## src/rtl/core/ppi_pkg.sv

```systemverilog
// ---------------------------------------------------------------------------
// Planar pose integrator package
// Widths, CORDIC angle table and controller/datapath command types.
// ---------------------------------------------------------------------------
package ppi_pkg;

	localparam int VEL_W   = 24;
	localparam int YAW_W   = 32;
	localparam int DT_W    = 16;
	localparam int POS_W   = 40;
	localparam int HDG_W   = 24;
	localparam int CW      = 36;                 // CORDIC x/y width, Q.24
	localparam int ZW      = 24;                 // residual angle width
	localparam int MB_W    = 25;                 // second multiplier operand
	localparam int PROD_W  = CW + MB_W;

	localparam int ROTATION_STEPS  = 20;
	localparam int ANGLE_TABLE_LEN = 24;
	localparam int CORDIC_ITERS    = (ROTATION_STEPS < ANGLE_TABLE_LEN) ?
		ROTATION_STEPS : ANGLE_TABLE_LEN;
	localparam int ITER_W          = $clog2(ANGLE_TABLE_LEN);

	localparam logic signed [MB_W-1:0] INV_GAIN_Q24 = 25'sd10188014;

	typedef enum logic [2:0] {
		MOP_GAIN_X,
		MOP_GAIN_Y,
		MOP_SCALE_X,
		MOP_SCALE_Y,
		MOP_SCALE_H
	} mop_t;

	typedef struct packed {
		logic accept;
		logic init;
		logic rotate;
		logic quad;
		logic mul_en;
		mop_t mop;
		logic commit;
	} ppi_cmd_t;

	typedef struct packed {
		logic last_iter;
	} ppi_stat_t;

	// arctan(2^-i) in 2^-24 turn units
	function automatic logic signed [ZW-1:0] atan_turn(input logic [ITER_W-1:0] i);
		logic signed [ZW-1:0] a;
		case (i)
			5'd0:    a = 24'sd2097152;
			5'd1:    a = 24'sd1238021;
			5'd2:    a = 24'sd654136;
			5'd3:    a = 24'sd332050;
			5'd4:    a = 24'sd166669;
			5'd5:    a = 24'sd83416;
			5'd6:    a = 24'sd41718;
			5'd7:    a = 24'sd20860;
			5'd8:    a = 24'sd10430;
			5'd9:    a = 24'sd5215;
			5'd10:   a = 24'sd2608;
			5'd11:   a = 24'sd1304;
			5'd12:   a = 24'sd652;
			5'd13:   a = 24'sd326;
			5'd14:   a = 24'sd163;
			5'd15:   a = 24'sd81;
			5'd16:   a = 24'sd41;
			5'd17:   a = 24'sd20;
			5'd18:   a = 24'sd10;
			5'd19:   a = 24'sd5;
			5'd20:   a = 24'sd3;
			5'd21:   a = 24'sd1;
			5'd22:   a = 24'sd1;
			default: a = 24'sd0;
		endcase
		return a;
	endfunction

endpackage

```

## src/rtl/core/ppi_ctrl.sv

```systemverilog
// ---------------------------------------------------------------------------
// Planar pose integrator controller
// Sequences load, CORDIC iterations, quadrant fix, multiplies and commit.
// ---------------------------------------------------------------------------
module ppi_ctrl import ppi_pkg::*; (
	input  logic      clk,
	input  logic      arst_n,
	input  logic      in_valid,
	output logic      in_ready,
	output logic      out_valid,
	input  logic      out_ready,
	input  ppi_stat_t stat,
	output ppi_cmd_t  cmd
);

	typedef enum logic [3:0] {
		S_IDLE,
		S_INIT,
		S_ROT,
		S_QUAD,
		S_GX,
		S_GY,
		S_SX,
		S_SY,
		S_SH,
		S_COMMIT
	} state_t;

	state_t state_q;
	logic   out_valid_q;
	logic   out_free;

	assign in_ready  = (state_q == S_IDLE);
	assign out_valid = out_valid_q;
	assign out_free  = !out_valid_q || out_ready;

	always_comb begin
		cmd        = '0;
		cmd.mop    = MOP_GAIN_X;
		cmd.accept = in_valid && (state_q == S_IDLE);
		cmd.init   = (state_q == S_INIT);
		cmd.rotate = (state_q == S_ROT);
		cmd.quad   = (state_q == S_QUAD);
		cmd.commit = (state_q == S_COMMIT) && out_free;
		case (state_q)
			S_GX: begin
				cmd.mul_en = 1'b1;
				cmd.mop    = MOP_GAIN_X;
			end
			S_GY: begin
				cmd.mul_en = 1'b1;
				cmd.mop    = MOP_GAIN_Y;
			end
			S_SX: begin
				cmd.mul_en = 1'b1;
				cmd.mop    = MOP_SCALE_X;
			end
			S_SY: begin
				cmd.mul_en = 1'b1;
				cmd.mop    = MOP_SCALE_Y;
			end
			S_SH: begin
				cmd.mul_en = 1'b1;
				cmd.mop    = MOP_SCALE_H;
			end
			default: begin
				cmd.mul_en = 1'b0;
			end
		endcase
	end

	always_ff @(posedge clk or negedge arst_n) begin
		if (!arst_n) begin
			state_q     <= S_IDLE;
			out_valid_q <= 1'b0;
		end else begin
			if (cmd.commit)
				out_valid_q <= 1'b1;
			else if (out_ready)
				out_valid_q <= 1'b0;

			case (state_q)
				S_IDLE:   if (in_valid) state_q <= S_INIT;
				S_INIT:   state_q <= S_ROT;
				S_ROT:    if (stat.last_iter) state_q <= S_QUAD;
				S_QUAD:   state_q <= S_GX;
				S_GX:     state_q <= S_GY;
				S_GY:     state_q <= S_SX;
				S_SX:     state_q <= S_SY;
				S_SY:     state_q <= S_SH;
				S_SH:     state_q <= S_COMMIT;
				S_COMMIT: if (out_free) state_q <= S_IDLE;
				default:  state_q <= S_IDLE;
			endcase
		end
	end

endmodule

```

## config.mk

```make
export PLATFORM = sky130hd
export DESIGN_NAME = ppi_ctrl
export DESIGN_NICKNAME = d
export VERILOG_FILES = /design/src/rtl/core/ppi_pkg.sv /design/src/rtl/core/ppi_ctrl.sv
export SDC_FILE = /design/constraint.sdc
export NUM_CORES = 1
export LEC_CHECK = 0
export BUFFER_PORTS_ARGS = -buffer_cell sky130_fd_sc_hd__buf_2
export CELL_PAD_IN_SITES_DETAIL_PLACEMENT = 1
export CELL_PAD_IN_SITES_GLOBAL_PLACEMENT = 2
export CORE_UTILIZATION = 19
export CTS_CLUSTER_DIAMETER = 30
export DETAILED_ROUTE_END_ITERATION = 10
export GPL_TIMING_DRIVEN = 0
export PLACE_DENSITY_LB_ADDON = 0.1
export SLEW_MARGIN = 10
export SYNTH_ARGS = -nofsm -noshare
export SYNTH_HDL_FRONTEND = slang
export SYNTH_SLANG_ARGS = --single-unit
export TNS_END_PERCENT = 5
```

## constraint.sdc

```tcl
create_clock -name clk -period 0.9 [get_ports clk]
set_clock_uncertainty 0.05 [all_clocks]
set_input_delay 0.045 -clock clk [delete_from_list [all_inputs] [get_ports clk]]
set_output_delay 0.045 -clock clk [all_outputs]
set_load 0.01 [all_outputs]
```

# Word level (Yosys, flattened, before mapping)
# Cells that the tools add are included.
# Widths: inputs -> output; s select.
totals:
  register_bits: 5
  output_inout_bits: 11
  word_cells: 30
op_classes:
  n_eq_ne: 12
  mux: 8
  n_reduce_logical: 8
op_table:
  columns: ["cell", "n"]
  rows:
  - ["$pmux 4 s10", 1]
  - ["$eq 4x3->1 const B", 4]
  - ["$mux 4", 3]
  - ["$pmux 3 s4", 1]
  - ["$eq 4x2->1 const B", 2]
  - ["$eq 4x4->1 const B", 2]
  - ["$ne 2x2->1 const B", 3]
  - ["$reduce_or 5->1", 1]
  - ["$eq 4x1->1 const B", 1]
  - ["$logic_not 4->1", 1]
  - ["$mux 1", 3]
  - ["$reduce_and 3->1", 1]
  - ["$logic_and 1x1->1", 2]
  - ["$reduce_bool 2->1", 1]
  - ["$logic_not 1->1", 1]
  - ["$logic_or 1x1->1", 1]

# Depth between registers and ports, before layout
logic_depth:
  depth_word: 4
  ltp_mapped: 4

# Worst setup path before layout
# OpenSTA, ideal clock, no wires.
synth_timing:
  path_type: "reg-to-output"
  start: "register state_q[2]"
  end: "output port cmd[8] in the netlist's numbering"
  arrival_time_ns: 1.094
  slack_ns: -0.289
  stages_incl_launch_ff: 4
  path_buffers: 1
  cell_sequence: "dfrtp_1 -> buf_6 -> nor4_2 -> and2_1"
synth_rtl:
  columns: ["element", "line_no", "rtl"]
  rows:
  - ["start, declared", "ppi_ctrl.sv:29", "state_t state_q;"]
  - ["start signal, assigned", "ppi_ctrl.sv:74", "state_q <= S_IDLE;"]
  - ["start signal, assigned", "ppi_ctrl.sv:83", "S_IDLE: if (in_valid) state_q <= S_INIT;"]
  - ["start signal, assigned", "ppi_ctrl.sv:84", "S_INIT: state_q <= S_ROT;"]
  - ["end, declared", "ppi_ctrl.sv:13", "output ppi_cmd_t cmd"]

==> results by group <==
Status
  – Status: finished, violations left
  – Failing checks: setup timing

Setup path
  – Worst setup path category: register to primary output
  – Cells along the critical path: buf_6, nor3b_4, and2_4, nand2b_4, buf_6
  – Top cell by count, worst path: buf_6
  – Critical Path Source: state_q[2]
  – Setup crit end kind: primary output
  – CP max stage delay: 0.36 ns
  – Bufs and invs on worst path: 2
  – CP top delay family: simple AND/OR/NAND/NOR gates
  – CP Data Required Time: 0.81 ns
  – Worst Path Max Fanout: 4
  – Critical-path top delay cell: dfrtp_1
  – Crit path DAT: 1.30 ns
  – CP startpoint kind: register
  – Reg2reg start: state_q[1]

Cells and area
  – Share of layout cells above drive strength 1: 60.3%
  – Nets: 64
  – Fillers: 181
  – Synth-to-Final Area Change: 71.0%
  – Final Util: 34.8%
  – # diodes: 0

Route
  – Vias: 330
  – Drt initial violations: 0
  – Drt total wl: 828 um
  – DRC Markers: 0
  – DR WL/cell: 11.2 um
  – Initial DRT Pass Iterations: 1
  – Vias/cell: 4.46
  – ANT nets after route: 0

Global route
  – Met2 track demand over resource: 16.9%
  – Largest net degree at the start of global routing: 7
  – Met1 Resource Use GR: 11.8%
  – Initial antenna violation count: 0
  – First-pass GRT wire length: 1.43 mm
  – Vias in the first global route: 347
  – GR peak layer: met2
  – Total GRT Usage: 11.1%
  – M3 GR Usage: 8.19%
  – Global route total overflow: 0

Logic synthesis
  – Post-synthesis compound-gate area fraction: 9.68%
  – Register bit total from synthesis: 5
  – Post-Synth XOR/XNOR Area: 2.82%
  – Syn_area_per_cell: 8.87 sq um
  – Mapped cell area: 310 sq um
  – Simple-gate share of the synthesized area: 37.5%
  – Largest family of logic cells by synthesized area: simple AND/OR/NAND/NOR gates
  – Synth cell types: 19
  – Synthesized Nets: 40
  – Gate Count Post-Synth: 35
  – Post-synthesis adder-cell area fraction: 0%
  – Yosys warnings: 0
  – Multiplexer share of the synthesized area: 0%
  – Seq/Total Area, Yosys: 40.3%

Clock network
  – CTS Root Cell: clkbuf_4
  – Worst-skew pair later-pin latency: 0.25 ns
  – CTS tree: built
  – H-tree depth: 1
  – CTS clk-pin slew, worst paths: 0.05 ns
  – Clock buffer depth: 2
  – CTS Sinks: 5
  – Total CTS buffers: 3

Power and ir drop
  – Pwr/cell area: 3580 mW/mm^2
  – Static leakage: 0.269 nW
  – Int Pwr: 1.10 mW
  – Overall Power: 1.90 mW
  – Sequential share of power: 23.6%
  – Combinational fraction of design power: 62.0%
  – Switching power share of the total: 42.3%
  – Switching component of the power: 804 uW
  – Maximum VDD drop: 1870 uV
  – Share of power burned in the clock network: 14.4%

Floorplanning
  – Placement Rows: 14
  – Boundary pin count: 16
  – DIE HEIGHT: 42.4 um
  – Initial core utilization: 20.4%
  – Total core area: 0.00152 sq mm
  – Die Footprint: 0.00180 sq mm
  – Die Width: 42.4 um

Timing
  – Peak Freq: 718 MHz
  – Worst Max-Slew Pin Slew: 0.218 ns
  – Final hold violation count: 0
  – Final setup fails: 15
  – RSZ-0062 raised after global routing: yes
  – Period utilisation layout: 155%
  – Slew Viols, Final: 0
  – Fin crit period: 1.39 ns
  – Setup ws final: -0.493 ns
  – Slew Limit Headroom: 85.4%

Place
  – Placer congestion estimate: 0.701
  – DP HPWL: 605 um
  – I/O Buffers: 15

Flow run
  – Maxcap violations: 0

Hold path
  – Tightest Hold Check Type: primary input to register
  – HP Start: out_ready
## registers in the layout, summed over array words and instances, names as in the netlist
signal / count
out_valid: 1
state_q: 4
## metal layers
metal / vias to the layer above / wire (um) / part of all wire, %
li1: 162 / - / -
met1: 155 / 341 / 41
met2: 13 / 400 / 48
met3: 0 / 86 / 10
met4: 0 / 0 / 0
met5: - / 0 / 0
## repair_timing
action | in CTS | in global routing
hold buffers | 1 | 0
pin swaps | 4 | 1
setup buffers | 3 | 0
endpoints found under the setup margin | 15 | 15
resized for setup | 10 | 3
hold endpoints to repair | 5 | 0
## power by group through the flow
| stage | combinational [mW] | sequential, mW | clock, mW |
|---|---|---|---|
| global placement | 0.877 | 0.441 | 0 |
| detailed placement | 0.891 | 0.436 | 0 |
| global route | 1.29 | 0.466 | 0.296 |
| floorplan | 0.619 | 0.422 | 0 |
| finish | 1.18 | 0.449 | 0.273 |
| CTS | 1.16 | 0.450 | 0.281 |
## cells by family (layout without fill, tap and decap cells)
logic type | count (synthesis) | count (layout)
and+or+nand+nor | 20 | 20
AOI/OAI and AO/OA | 5 | 5
DFF | 5 | 5
buffers and inverters | 4 | 27
xor gates and xnor gates | 1 | 1
## worst register-to-register path, cell delays in order, from the launching register on
cell and delay (ns):
dfrtp_2 0.45, and2_1 0.16, a211oi_2 0.21, o31ai_1 0.08
## final cells by class
type | count | area, sq um | share of cell area, %
Clock buffer | 4 | 26.3 | 4.95
Sequential cell | 5 | 128 | 24.1
Tap cell | 16 | 20.0 | 3.77
Multi-Input combinational cell | 26 | 203 | 38.2
Buffer | 2 | 22.5 | 4.25
Inverter | 2 | 7.51 | 1.42
Timing Repair Buffer | 19 | 124 | 23.3
## synthesized netlist by cell type
master,n,area [sq um]
a211oi_1,1,7.51
a21oi_1,1,5.00
and2_1,2,12.5
and2_4,1,8.76
buf_6,2,22.5
dfrtp_1,5,125
inv_1,1,3.75
inv_2,1,3.75
nand2_1,4,15.0
nand2b_1,3,18.8
nor2_1,4,15.0
nor2b_1,1,6.26
nor3_1,3,15.0
nor3b_2,1,12.5
nor4_2,1,12.5
o21ai_0,1,5.00
o21ai_1,1,5.00
o31ai_1,1,7.51
xor2_1,1,8.76
## placed cells by master (no fill, tap or decap), drive strengths merged
master       count
nor2             4
dfrtp            5
dlygate4sd3      1
o21ai            2
nand2            4
nand2b           3
o31ai            1
nor2b            1
nor3             3
clkbuf           4
and2             3
a21oi            1
nor3b            1
inv              2
xor2             1
a211oi           1
buf             20
nor4             1
## per-stage QoR
step | cells | cell area (sq um) | setup TNS, ns | hold WS [ns] | setup slack [ns]
after floorplan | 35 | 322 | -1.11 | -0.301 | -0.213
after global placement | 66 | 417 | -2.38 | -0.188 | -0.300
after detailed placement | 66 | 417 | -2.49 | -0.186 | -0.309
after CTS | 74 | 517 | -4.80 | 0.0619 | -0.507
after global routing | 74 | 531 | -5.66 | 0.0722 | -0.567
final | 74 | 531 | -4.55 | 0.0544 | -0.493
## path summary, 6_finish.rpt
check / to / slack (ns) / cells after the start
setup / recovery: cmd[4] / -0.49 / 5
hold / removal: out_valid / 0.05 / 3
setup reg to reg: state_q[0] / -0.17 / 3
hold reg to reg: state_q[0] / 0.52 / 1
max in group asynchronous: state_q[1] / 0.56 / 2
min in group asynchronous: out_valid / 0.09 / 2
(Power assumes the default switching activity.)
